`src/rtl/krt_pkg.sv`:
```
// krt_pkg: shared types and constants of the keyed record table
// item structs, operation and status codes, classified command format
// no dependencies
package krt_pkg;

  typedef enum logic [1:0] {
    OP_INSERT = 2'd0,
    OP_SEARCH = 2'd1,
    OP_UPDATE = 2'd2,
    OP_LIST   = 2'd3
  } op_e;

  typedef enum logic [2:0] {
    ST_OK        = 3'd0,
    ST_FULL      = 3'd1,
    ST_DUPLICATE = 3'd2,
    ST_NOT_FOUND = 3'd3,
    ST_EMPTY     = 3'd4
  } status_e;

  localparam logic signed [31:0] QTY_MAX = 32'sh7fff_ffff;
  localparam logic signed [31:0] QTY_MIN = 32'sh8000_0000;

  typedef struct packed {
    logic [1:0]         opcode;
    logic signed [31:0] part_key;
    logic signed [31:0] amount;
  } in_item_t;

  typedef struct packed {
    logic [2:0]         status;
    logic signed [31:0] found_key;
    logic signed [31:0] found_quantity;
    logic               last_of_run;
  } out_item_t;

  // command as held between the front queue and the engine
  typedef struct packed {
    op_e                op;
    logic signed [31:0] key;
    logic signed [31:0] amount;
  } cmd_t;

  // handshake between front queue and engine
  typedef struct packed {
    logic valid;
  } cmd_ctl_t;

endpackage

```
`src/rtl/keyed_record_table.sv`:
```
// keyed_record_table: top level of the keyed record table
// joins the front command queue and the back engine with record memories
// depends on krt_pkg, krt_front, krt_engine
//
//   channel   | ports                          | beat taken when
//   ----------+--------------------------------+-------------------------
//   request   | push_i, full_o, in_item_i      | push_i high, full_o low
//   result    | pop_i, empty_o, out_item_o     | pop_i high, empty_o low
//
// a two-deep command queue takes requests while the engine is busy
// insert into a full table, and any request on an empty table, are answered from idle without a scan
// search, update and insert scan the record memory record by record (read then
// compare); list reads each record in turn and emits it
// the engine takes a new command only when the result register is free or
// being popped; a list stalls on each record until the previous one is taken
// reset clears the record count and all valid flags; the memories need no clearing
module keyed_record_table #(
  parameter int TABLE_DEPTH = 64
) (
  input  logic               clk_i,
  input  logic               rst_ni,
  // request side
  input  logic               push_i,
  output logic               full_o,
  input  krt_pkg::in_item_t  in_item_i,
  // result side
  input  logic               pop_i,
  output logic               empty_o,
  output krt_pkg::out_item_t out_item_o
);

  krt_pkg::cmd_ctl_t cmd_ctl;
  krt_pkg::cmd_t     cmd;
  logic              cmd_pop;
  logic              res_valid;

  // front: decode and buffer requests
  krt_front u_front (
    .clk_i     (clk_i),
    .rst_ni    (rst_ni),
    .push_i    (push_i),
    .full_o    (full_o),
    .in_item_i (in_item_i),
    .cmd_ctl_o (cmd_ctl),
    .cmd_o     (cmd),
    .cmd_pop_i (cmd_pop)
  );

  // back: table search, update, append and listing
  krt_engine #(
    .TABLE_DEPTH (TABLE_DEPTH)
  ) u_engine (
    .clk_i       (clk_i),
    .rst_ni      (rst_ni),
    .cmd_ctl_i   (cmd_ctl),
    .cmd_i       (cmd),
    .cmd_pop_o   (cmd_pop),
    .res_o       (out_item_o),
    .res_valid_o (res_valid),
    .res_pop_i   (pop_i)
  );

  // result register shows as a one-entry queue
  assign empty_o = !res_valid;

endmodule

```
`src/rtl/krt_front.sv`:
```
// krt_front: input side of the keyed record table
// accepts request beats, decodes the opcode and buffers two commands
// depends on krt_pkg
module krt_front (
  input  logic              clk_i,
  input  logic              rst_ni,
  input  logic              push_i,
  output logic              full_o,
  input  krt_pkg::in_item_t in_item_i,
  output krt_pkg::cmd_ctl_t cmd_ctl_o,
  output krt_pkg::cmd_t     cmd_o,
  input  logic              cmd_pop_i
);

  krt_pkg::cmd_t slot_q [2];
  logic          wr_ptr_q, wr_ptr_d;
  logic          rd_ptr_q, rd_ptr_d;
  logic [1:0]    fill_q, fill_d;
  logic          do_push;
  logic          do_pop;
  krt_pkg::cmd_t decoded;

  assign full_o  = (fill_q == 2'd2);
  assign do_push = push_i && !full_o;
  assign do_pop  = cmd_pop_i && (fill_q != 2'd0);

  always_comb begin
    decoded.op     = krt_pkg::op_e'(in_item_i.opcode);
    decoded.key    = in_item_i.part_key;
    decoded.amount = in_item_i.amount;
  end

  always_comb begin
    wr_ptr_d = do_push ? ~wr_ptr_q : wr_ptr_q;
    rd_ptr_d = do_pop ? ~rd_ptr_q : rd_ptr_q;
    fill_d   = fill_q + {1'b0, do_push} - {1'b0, do_pop};
  end

  always_ff @(posedge clk_i or negedge rst_ni) begin
    if (!rst_ni) begin
      wr_ptr_q <= 1'b0;
      rd_ptr_q <= 1'b0;
      fill_q   <= 2'd0;
    end else begin
      wr_ptr_q <= wr_ptr_d;
      rd_ptr_q <= rd_ptr_d;
      fill_q   <= fill_d;
    end
  end

  always_ff @(posedge clk_i) begin
    if (do_push) begin
      slot_q[wr_ptr_q] <= decoded;
    end
  end

  assign cmd_ctl_o.valid = (fill_q != 2'd0);
  assign cmd_o           = slot_q[rd_ptr_q];

endmodule

```
`src/rtl/krt_engine.sv`:
```
// krt_engine: back part of the keyed record table
// holds the record memories and count, scans entry by entry, drives the result register
// depends on krt_pkg
module krt_engine #(
  parameter int TABLE_DEPTH = 64
) (
  input  logic               clk_i,
  input  logic               rst_ni,
  input  krt_pkg::cmd_ctl_t  cmd_ctl_i,
  input  krt_pkg::cmd_t      cmd_i,
  output logic               cmd_pop_o,
  output krt_pkg::out_item_t res_o,
  output logic               res_valid_o,
  input  logic               res_pop_i
);

  localparam int IDX_W = (TABLE_DEPTH > 1) ? $clog2(TABLE_DEPTH) : 1;
  localparam int CNT_W = $clog2(TABLE_DEPTH + 1);

  typedef enum logic [3:0] {
    S_IDLE = 4'b0001,
    S_READ = 4'b0010,
    S_CMP  = 4'b0100,
    S_LIST = 4'b1000
  } state_e;

  state_e             state_q, state_d;
  krt_pkg::cmd_t      cur_q, cur_d;
  logic [IDX_W-1:0]   idx_q, idx_d;
  logic [CNT_W-1:0]   cnt_q, cnt_d;
  logic               out_vld_q;
  krt_pkg::out_item_t res_q;

  logic signed [31:0] key_mem [TABLE_DEPTH];
  logic signed [31:0] qty_mem [TABLE_DEPTH];
  logic signed [31:0] key_rd_q;
  logic signed [31:0] qty_rd_q;

  logic               key_we, qty_we;
  logic [IDX_W-1:0]   wr_addr;
  logic signed [31:0] wr_key, wr_qty;
  logic               emit;
  krt_pkg::out_item_t emit_item;
  logic               out_free;
  logic               is_last;
  logic               hit;
  logic signed [32:0] sum;
  logic signed [31:0] sat_sum;

  assign out_free = !out_vld_q || res_pop_i;
  assign is_last  = ((CNT_W'(idx_q) + CNT_W'(1)) == cnt_q);
  assign hit      = (key_rd_q == cur_q.key);

  // saturating add for update
  always_comb begin
    sum = {qty_rd_q[31], qty_rd_q} + {cur_q.amount[31], cur_q.amount};
    if (sum[32] != sum[31]) begin
      sat_sum = sum[32] ? krt_pkg::QTY_MIN : krt_pkg::QTY_MAX;
    end else begin
      sat_sum = sum[31:0];
    end
  end

  always_comb begin
    state_d   = state_q;
    cur_d     = cur_q;
    idx_d     = idx_q;
    cnt_d     = cnt_q;
    cmd_pop_o = 1'b0;
    key_we    = 1'b0;
    qty_we    = 1'b0;
    wr_addr   = idx_q;
    wr_key    = cur_q.key;
    wr_qty    = cur_q.amount;
    emit      = 1'b0;
    emit_item = '0;
    emit_item.last_of_run = 1'b1;

    unique case (state_q)
      S_IDLE: begin
        if (cmd_ctl_i.valid && out_free) begin
          cmd_pop_o = 1'b1;
          cur_d     = cmd_i;
          idx_d     = '0;
          emit_item.found_key = cmd_i.key;
          priority if (cmd_i.op == krt_pkg::OP_LIST && cnt_q == '0) begin
            emit                = 1'b1;
            emit_item.status    = krt_pkg::ST_EMPTY;
            emit_item.found_key = '0;
          end else if (cmd_i.op == krt_pkg::OP_LIST) begin
            state_d = S_READ;
          end else if (cmd_i.op == krt_pkg::OP_INSERT &&
                       cnt_q == CNT_W'(TABLE_DEPTH)) begin
            emit             = 1'b1;
            emit_item.status = krt_pkg::ST_FULL;
          end else if (cnt_q == '0) begin
            emit = 1'b1;
            if (cmd_i.op == krt_pkg::OP_INSERT) begin
              key_we  = 1'b1;
              qty_we  = 1'b1;
              wr_addr = cnt_q[IDX_W-1:0];
              wr_key  = cmd_i.key;
              wr_qty  = cmd_i.amount;
              cnt_d   = cnt_q + CNT_W'(1);
              emit_item.status         = krt_pkg::ST_OK;
              emit_item.found_quantity = cmd_i.amount;
            end else begin
              emit_item.status = krt_pkg::ST_NOT_FOUND;
            end
          end else begin
            state_d = S_READ;
          end
        end
      end

      S_READ: begin
        state_d = (cur_q.op == krt_pkg::OP_LIST) ? S_LIST : S_CMP;
      end

      S_CMP: begin
        emit_item.found_key = cur_q.key;
        if (hit) begin
          emit    = 1'b1;
          state_d = S_IDLE;
          unique case (cur_q.op)
            krt_pkg::OP_INSERT: begin
              emit_item.status         = krt_pkg::ST_DUPLICATE;
              emit_item.found_quantity = qty_rd_q;
            end
            krt_pkg::OP_UPDATE: begin
              qty_we                   = 1'b1;
              wr_qty                   = sat_sum;
              emit_item.status         = krt_pkg::ST_OK;
              emit_item.found_quantity = sat_sum;
            end
            default: begin
              emit_item.status         = krt_pkg::ST_OK;
              emit_item.found_quantity = qty_rd_q;
            end
          endcase
        end else if (is_last) begin
          emit    = 1'b1;
          state_d = S_IDLE;
          if (cur_q.op == krt_pkg::OP_INSERT) begin
            // miss on a table with room: append
            key_we  = 1'b1;
            qty_we  = 1'b1;
            wr_addr = cnt_q[IDX_W-1:0];
            cnt_d   = cnt_q + CNT_W'(1);
            emit_item.status         = krt_pkg::ST_OK;
            emit_item.found_quantity = cur_q.amount;
          end else begin
            emit_item.status = krt_pkg::ST_NOT_FOUND;
          end
        end else begin
          idx_d   = idx_q + IDX_W'(1);
          state_d = S_READ;
        end
      end

      S_LIST: begin
        if (out_free) begin
          emit                     = 1'b1;
          emit_item.status         = krt_pkg::ST_OK;
          emit_item.found_key      = key_rd_q;
          emit_item.found_quantity = qty_rd_q;
          emit_item.last_of_run    = is_last;
          if (is_last) begin
            state_d = S_IDLE;
          end else begin
            idx_d   = idx_q + IDX_W'(1);
            state_d = S_READ;
          end
        end
      end

      default: begin
        state_d = S_IDLE;
      end
    endcase
  end

  always_ff @(posedge clk_i or negedge rst_ni) begin
    if (!rst_ni) begin
      state_q   <= S_IDLE;
      idx_q     <= '0;
      cnt_q     <= '0;
      out_vld_q <= 1'b0;
    end else begin
      state_q <= state_d;
      idx_q   <= idx_d;
      cnt_q   <= cnt_d;
      if (emit) begin
        out_vld_q <= 1'b1;
      end else if (res_pop_i) begin
        out_vld_q <= 1'b0;
      end
    end
  end

  always_ff @(posedge clk_i) begin
    cur_q <= cur_d;
    if (emit) begin
      res_q <= emit_item;
    end
  end

  // record memories: one write port, one registered read port
  always_ff @(posedge clk_i) begin
    if (key_we) begin
      key_mem[wr_addr] <= wr_key;
    end
    if (qty_we) begin
      qty_mem[wr_addr] <= wr_qty;
    end
    key_rd_q <= key_mem[idx_q];
    qty_rd_q <= qty_mem[idx_q];
  end

  assign res_o       = res_q;
  assign res_valid_o = out_vld_q;

endmodule

```
`config.mk`:
```
export PLATFORM = sky130hd
export DESIGN_NAME = keyed_record_table
export DESIGN_NICKNAME = d
export VERILOG_FILES = /design/src/rtl/krt_pkg.sv /design/src/rtl/keyed_record_table.sv /design/src/rtl/krt_front.sv /design/src/rtl/krt_engine.sv
export SDC_FILE = /design/constraint.sdc
export NUM_CORES = 2
export LEC_CHECK = 0
export BUFFER_PORTS_ARGS = -buffer_cell sky130_fd_sc_hd__buf_2
export CORE_ASPECT_RATIO = 0.75
export CORE_UTILIZATION = 60
export DETAILED_ROUTE_END_ITERATION = 6
export PLACE_DENSITY = 0.76
export SYNTH_ARGS = -nofsm -noshare
export SYNTH_HDL_FRONTEND = slang
export SYNTH_MEMORY_MAX_BITS = 65536
export SYNTH_SLANG_ARGS = --single-unit
```
`constraint.sdc`:
```
create_clock -name clk_i -period 10.99 [get_ports clk_i]
set_input_delay 0.5495 -clock clk_i [delete_from_list [all_inputs] [get_ports clk_i]]
set_output_delay 0.5495 -clock clk_i [all_outputs]
set_load 0.01 [all_outputs]
```
== Word-level counts from Yosys, hierarchy flattened ==
Memory sizes are Yosys's and may differ from the RTL's. A register that Yosys moved wholly into a read port is not among the register bits.
Cells that the tools add are included.

* Bits of input ports: 70
* Memory bits (writable): 4228
* Logic and storage cells: 176
* Flip-flop bits (word level): 156
* Memories kept: 3
* Output and inout bits: 70

{| class="wikitable"
|+ Memories
! name !! depth !! width !! read ports !! clocked after Yosys merged registers in !! wr ports !! line !! RTL
|-
| u_engine.key_mem || 64 || 32 || 1 || 1 || 1 || krt_engine.sv:34 || <nowiki>logic signed [31:0] key_mem [TABLE_DEPTH];</nowiki>
|-
| u_engine.qty_mem || 64 || 32 || 1 || 1 || 1 || krt_engine.sv:35 || <nowiki>logic signed [31:0] qty_mem [TABLE_DEPTH];</nowiki>
|-
| u_front.slot_q || 2 || 66 || 1 || 0 || 1 || krt_front.sv:15 || <nowiki>krt_pkg::cmd_t slot_q [2];</nowiki>
|}

* Bitwise gates (word level): 2
* Equality and inequality tests: 24
* Reductions and logical operators: 20
* Mux-type cells: 107
* Add/sub/neg operators: 6

{| class="wikitable"
|+ Operators with widths
! operator !! number
|-
| $mux W32 || 27
|-
| $pmux W67 S3 || 1
|-
| $mux W6 || 13
|-
| $mux W67 || 1
|-
| $mux W65 || 1
|-
| $pmux W32 S2 || 1
|-
| $mux W7 || 9
|-
| $add A32 B32 Y33 || 1
|-
| $eq A32 B32 Y1 || 1
|-
| $mux W1 || 29
|-
| $mux W4 || 7
|-
| $mux W3 || 6
|-
| $pmux W6 S3 || 1
|-
| $pmux W4 S4 || 1
|-
| $pmux W7 S2 || 1
|-
| $ne A2 B1 Y1 const B || 6
|-
| $pmux W6 S2 || 1
|-
| $mux W2 || 5
|-
| $reduce_and A10 Y1 || 1
|-
| $eq A2 B2 Y1 const B || 4
|-
| $ne A2 B2 Y1 const B || 4
|-
| $add A6 B1 Y7 const B || 1
|-
| $add A7 B1 Y7 const B || 1
|-
| $eq A7 B7 Y1 || 1
|-
| other kinds (23) || 35
|}

== Depth between registers and ports, before layout ==
An unclocked memory read counts as a cell.

* Word-level depth: 11
* Mapped depth: 13
* Depth with buffers taken out: 11

== Modules after synthesis ==
From an unflattened synthesis, not the netlist that was laid out.

* Cell total of the unflattened synthesis: 7406
* Area, all modules: 172058.8 um^2

{| class="wikitable"
|+ By module, submodules not included
! module !! instances !! area each (um^2) !! sequential area each (um^2) !! cells an instance
|-
| krt_engine || 1 || 166978.9 || 128754.7 || 7182
|-
| krt_front || 1 || 5076.1 || 4063.9 || 223
|-
| keyed_record_table || 1 || 3.8 || 0.0 || 1
|}

== Worst setup path after synthesis ==
Ideal clock, no wire load.

* Path kind: register -> register
* Start: register u_engine.state_q[0]
* End: memory u_engine.key_mem[0][26] (data pin)
* Setup time: 0.702 ns
* Arrival: 5.535 ns
* Data required time: 10.288 ns
* Cell stages (with the launch flop): 8
* Period minus slack after synthesis: 6.237 ns
* Buffers on the path: 2
* Setup slack: 4.753 ns
* Cell sequence: dfstp_2 or4b_4 nor2_4 nand2_2 or2_2 buf_2 clkbuf_1 o21ai_0

* Cells in the longest elaborated chain, start to end: 2

{| class="wikitable"
|+ Ends and longest elaborated chain
! element !! line !! RTL
|-
| start, declared || krt_engine.sv:27 || <nowiki>state_e state_q, state_d;</nowiki>
|-
| start signal, assigned || krt_engine.sv:190 || <nowiki>state_q <= state_d;</nowiki>
|-
| $eq A4 B1 Y1 || krt_engine.sv:79 || <nowiki>unique case (state_q)</nowiki>
|-
| $mux W32 || krt_engine.sv:79 ||
|-
| net u_engine.wr_key[26] || krt_engine.sv:41 || <nowiki>logic signed [31:0] wr_key, wr_qty;</nowiki>
|-
| end, declared || krt_engine.sv:34 ||
|}

The timed path passes the listed nets, and every way through them passes these cells.

== Worst setup path in the final report ==
* Start: register u_engine.idx_q[1]
* End: memory u_engine.key_mem[55][8], enable pin

* Cells in the longest elaborated chain, start to end: 7
* Elaborated cells between the ends (all ways): 17
* Classes of those cells: 1 x add/sub; 1 x eq/ne; 15 x mux

{| class="wikitable"
|+ Ends and longest elaborated chain
! element !! line !! RTL
|-
| start, declared || krt_engine.sv:29 || <nowiki>logic [IDX_W-1:0] idx_q, idx_d;</nowiki>
|-
| start signal, assigned || krt_engine.sv:191 || <nowiki>idx_q <= idx_d;</nowiki>
|-
| $add A6 B1 Y7 or $mux W6 (tied branches) || krt_engine.sv:51, krt_engine.sv:98 ||
|-
| $eq A7 B7 Y1 or $mux W6 (tied branches) || krt_engine.sv:51, krt_engine.sv:96 ||
|-
| $mux W1 or $mux W6 (tied branches) || krt_engine.sv:141, krt_engine.sv:92 ||
|-
| $mux W1 or $mux W6 (tied branches) || krt_engine.sv:122, krt_engine.sv:90 ||
|-
| $pmux W1 S2 or $mux W6 (tied branches) || krt_engine.sv:79, krt_engine.sv:86 ||
|-
| $mux W1 or $mux W6 (tied branches) || krt_engine.sv:210, krt_engine.sv:81 ||
|-
| $mux W1 (implied by the code) or $pmux W6 S2 (tied branches) || krt_engine.sv:211, krt_engine.sv:79 ||
|}

Several ways; a longest one is shown, not always the timed one.

==> run summary <==
POWER
----------------------------------------------------------------------------------
Worst voltage drop across the vdd grid                                  0.000255 V
PwrDens                                                                 232 nW/um2
Pleak                                                                    0.0585 uW

YOSYS
----------------------------------------------------------------------------------
Cell Area, Synth                                                        172000 um2
Post-synth top flop                                                   sky130_fd_sc_hd__edfxtp_1
Register area share after synthesis                                          77.2%
Gate count of the mapped netlist                                              7400
Asr flop ratio synth                                                        0.495%
Number of flops mapped to enable cells by yosys                               4362
Number of different library cells in the post-synthesis netlist                 85
Synth Register Bits                                                           4448
Syn_nets                                                                      7508
Number of warnings printed during yosys synthesis                                0
Mean area per synthesized cell                                            23.2 um2

CLOCK TREE
----------------------------------------------------------------------------------
Clock sink count                                                              4448
CTS Root Buffer Type                                                  sky130_fd_sc_hd__clkbuf_16
Skew-Pair Late Insertion Delay                                             0.95 ns
Number of buffers inserted during clock tree synthesis                         403
CTS clock-pin slew for the worst setup and hold paths                      0.07 ns
Clock tree from TritonCTS                                                      yes
Maximum count of clock buffers along a single path                               4
H-tree level count                                                               5

DIE
----------------------------------------------------------------------------------
Die Footprint                                                           289000 um2
Initial Util                                                                 60.6%
Die W                                                                       620 um
Site Rows                                                                      169
I/O Pins                                                                       140
Core Area                                                               284000 um2
Floorplan die height                                                        466 um

STA
----------------------------------------------------------------------------------
Worst setup margin                                                         4.31 ns
Number of setup violations in the final report                                   0
Worst max-slew margin expressed relative to the limit                        7.56%
Ratio of final minimum period to clock period                                60.8%
Max Fclk                                                                 0.150 GHz
Final worst clock skew                                                   0.0968 ns
RSZ-0062 raised after global routing                                            no
Transition time at the pin with the least slew margin                      1.39 ns
Number of slew-limit violations in the final report                              0
Minimum clock period after layout                                          6.68 ns
Setup TNS after final layout                                                  0 ns
Final hold slack                                                         0.0531 ns
Hold violation count in the final report                                         0

DRT
----------------------------------------------------------------------------------
Starting DRT DRC Count                                                       14069
Total via count after detailed routing                                       86015
Via density per instance                                                      7.18
Detailed-route wire length per cell                                        37.2 um
Wirelength, routed                                                       446000 um
DRC                                                                             11
Post-route ant nets                                                              0
1st-pass router iterations                                                       7

SETUP PATH
----------------------------------------------------------------------------------
Crit. End Element                                                             flop
Critical Path Source Type                                                     flop
Kind of critical path                                                 flop to flop
CP required                                                               11.53 ns
Worst-path fanout max                                                          149
Arrival time reported for the critical path endpoint                       7.22 ns

PLACE
----------------------------------------------------------------------------------
Number of I/O port buffers                                                     139
GPL Wtd Cong                                                                 0.879
Setup slack after placement                                                4.57 ns
Final HPWL from detailed placement                                       235000 um

GRT
----------------------------------------------------------------------------------
Total global routing overflow                                                    0
Vias in the first global route                                               85393
Wire length of the first global-routing pass                             629000 um
Total routing usage reported by global routing                               31.0%
Pin count of the biggest net entering global routing                           156
Number of antenna violations at the first check in global routing               54

CELLS AND AREA
----------------------------------------------------------------------------------
Utilization after layout                                                     68.0%
Leading cell type in the layout, fill and taps excluded               sky130_fd_sc_hd__edfxtp_1
Fillers                                                                      16162
Share of final-layout standard cells stronger than drive strength 1          31.4%
Area delta synth->final                                                      12.3%
# nets final                                                                  7991
Top library cells by usage in the layout, fill and taps aside         sky130_fd_sc_hd__edfxtp_1, sky130_fd_sc_hd__mux4_2, sky130_fd_sc_hd__clkbuf_16

JOB
----------------------------------------------------------------------------------
Maximum Capacitance Violations                                                   0

HOLD PATH
----------------------------------------------------------------------------------
Type of the worst min-delay path                                      input pin to flop

RUN STATUS
----------------------------------------------------------------------------------
Violated checks                                                       design-rule violations
Status                                                                finished with violations

[worst paths after layout]
kind                                                          end  slack, ns  depth (start not counted)                           from
worst max-delay path            u_engine.key_mem[55][8]$_DFFE_PP_       4.31                         12  u_engine.idx_q[1]$_DFFE_PN0P_
worst min-delay path                 u_front.wr_ptr_q$_DFFE_PN0P_       0.05                          3                         push_i
worst max register to register  u_engine.key_mem[55][8]$_DFFE_PP_       4.31                         12  u_engine.idx_q[1]$_DFFE_PN0P_
worst min register to register        u_front.fill_q[1]$_DFF_PN0_       0.51                          1    u_front.fill_q[1]$_DFF_PN0_
max in group asynchronous           u_engine.idx_q[1]$_DFFE_PN0P_      10.32                          2                         rst_ni
min in group asynchronous           u_engine.cnt_q[2]$_DFFE_PN0P_       0.17                          2                         rst_ni
[repair_timing]
item	4_1_cts	5_1_grt
hold buffers	67	0
setup buffers	0	0
hold endpoints to repair	154	0
gates resized for setup	0	0
[where the power goes]
part	switching [uW]	internal, uW
registers	376	22600
clock network	6150	7810
logic	6050	1840
[critical path, stage by stage (launching register included)]
cell and delay [ns]:
sky130_fd_sc_hd__dfrtp_4 1.11, sky130_fd_sc_hd__buf_12 0.74, sky130_fd_sc_hd__ha_1 0.44, sky130_fd_sc_hd__xnor2_1 0.14, sky130_fd_sc_hd__xnor2_1 0.19, sky130_fd_sc_hd__nor4_1 0.28
sky130_fd_sc_hd__and4_1 0.61, sky130_fd_sc_hd__nand4b_1 0.25, sky130_fd_sc_hd__o22ai_1 0.55, sky130_fd_sc_hd__nand2_1 0.73, sky130_fd_sc_hd__buf_4 0.47, sky130_fd_sc_hd__nor2_4 0.11
sky130_fd_sc_hd__buf_4 0.59
[Yosys cell counts, types with 6 or more instances]
| library cell | instances | area [um2] |
|---|---|---|
| sky130_fd_sc_hd__edfxtp_1 | 4362 | 131000 |
| sky130_fd_sc_hd__mux4_2 | 1344 | 30300 |
| sky130_fd_sc_hd__clkbuf_1 | 255 | 957 |
| sky130_fd_sc_hd__nor2_1 | 234 | 878 |
| sky130_fd_sc_hd__nand2_1 | 162 | 608 |
| sky130_fd_sc_hd__o21ai_0 | 132 | 661 |
| sky130_fd_sc_hd__a21oi_1 | 107 | 536 |
| sky130_fd_sc_hd__buf_2 | 95 | 475 |
| sky130_fd_sc_hd__inv_1 | 65 | 244 |
| sky130_fd_sc_hd__dfxtp_1 | 64 | 1280 |
| sky130_fd_sc_hd__xnor2_1 | 60 | 526 |
| sky130_fd_sc_hd__a22oi_1 | 41 | 308 |
| sky130_fd_sc_hd__ha_1 | 37 | 463 |
| sky130_fd_sc_hd__mux2i_1 | 37 | 370 |
| sky130_fd_sc_hd__buf_1 | 34 | 128 |
| sky130_fd_sc_hd__mux2_2 | 32 | 360 |
| sky130_fd_sc_hd__dfrtp_1 | 21 | 526 |
| sky130_fd_sc_hd__nand3_1 | 21 | 105 |
| sky130_fd_sc_hd__and2_1 | 20 | 125 |
| sky130_fd_sc_hd__xor2_1 | 18 | 158 |
| sky130_fd_sc_hd__o211ai_1 | 17 | 128 |
| sky130_fd_sc_hd__a21o_1 | 15 | 113 |
| sky130_fd_sc_hd__o21ai_1 | 15 | 75.1 |
| sky130_fd_sc_hd__nand4_1 | 14 | 87.6 |
| sky130_fd_sc_hd__o31ai_1 | 13 | 97.6 |
| sky130_fd_sc_hd__a211oi_1 | 12 | 90.1 |
| sky130_fd_sc_hd__a31oi_1 | 11 | 68.8 |
| sky130_fd_sc_hd__nand2b_1 | 11 | 68.8 |
| sky130_fd_sc_hd__a221o_1 | 10 | 100 |
| sky130_fd_sc_hd__nand3b_1 | 10 | 75.1 |
| sky130_fd_sc_hd__o22ai_1 | 9 | 56.3 |
| sky130_fd_sc_hd__nor2b_1 | 7 | 43.8 |
| sky130_fd_sc_hd__nor3_1 | 7 | 35.0 |
| sky130_fd_sc_hd__a211o_1 | 6 | 52.6 |
| sky130_fd_sc_hd__buf_4 | 6 | 45.0 |
[cells by family after synthesis]
logic type      share of synthesized area, %
buf+inv                                 1.09
xor+xnor                               0.410
fa+ha+maj                              0.292
simple gates                            1.37
compound gates                          1.57
mux                                     18.0
flops                                   77.2
[stage by stage]
stage	instances	instance area [um2]	total power, uW
5_1_grt	11967	193000	45900
6_report	11985	193000	44800
3_5_place_dp	11173	180000	30900
4_1_cts	11966	193000	44700
3_3_place_gp	11173	180000	30400
2_1_floorplan	7400	172000	27700
[layout make-up]
cell class / instances / area (um2) / area share [%]
Tap cell: 3762 / 4710 / 2.44
Clock inverter: 210 / 2110 / 1.09
Multi-Input combinational cell: 2494 / 39000 / 20.2
Antenna cell: 19 / 47.5 / 0.0246
Timing Repair Buffer: 471 / 3470 / 1.80
Clock buffer: 516 / 10700 / 5.56
Sequential cell: 4448 / 133000 / 68.8
Inverter: 65 / 246 / 0.128
[metal layers]
layer	share of wire [%]	routed length, um	global-route usage [%]	up-vias
met5	0.087	388	0	-
met1	37	165000	46.3	45373
met2	45	201000	45.5	7145
li1	-	-	-	32557
met3	15	67700	10.2	900
met4	2.4	10700	7.33	40
[sequential cells by signal (all words and copies together) (netlist names)]
register              count
u_engine.cnt_q            7
u_engine.res_o           68
u_front.rd_ptr_q          1
u_engine.qty_rd_q        32
u_engine.res_valid_o      1
u_engine.qty_mem       2048
u_front.slot_q          132
u_engine.key_rd_q        32
u_front.wr_ptr_q          1
u_engine.state_q          4
u_engine.idx_q            6
u_engine.cur_q           66
u_engine.key_mem       2048
u_front.fill_q            2
Power figures use the tool's default switching activity.
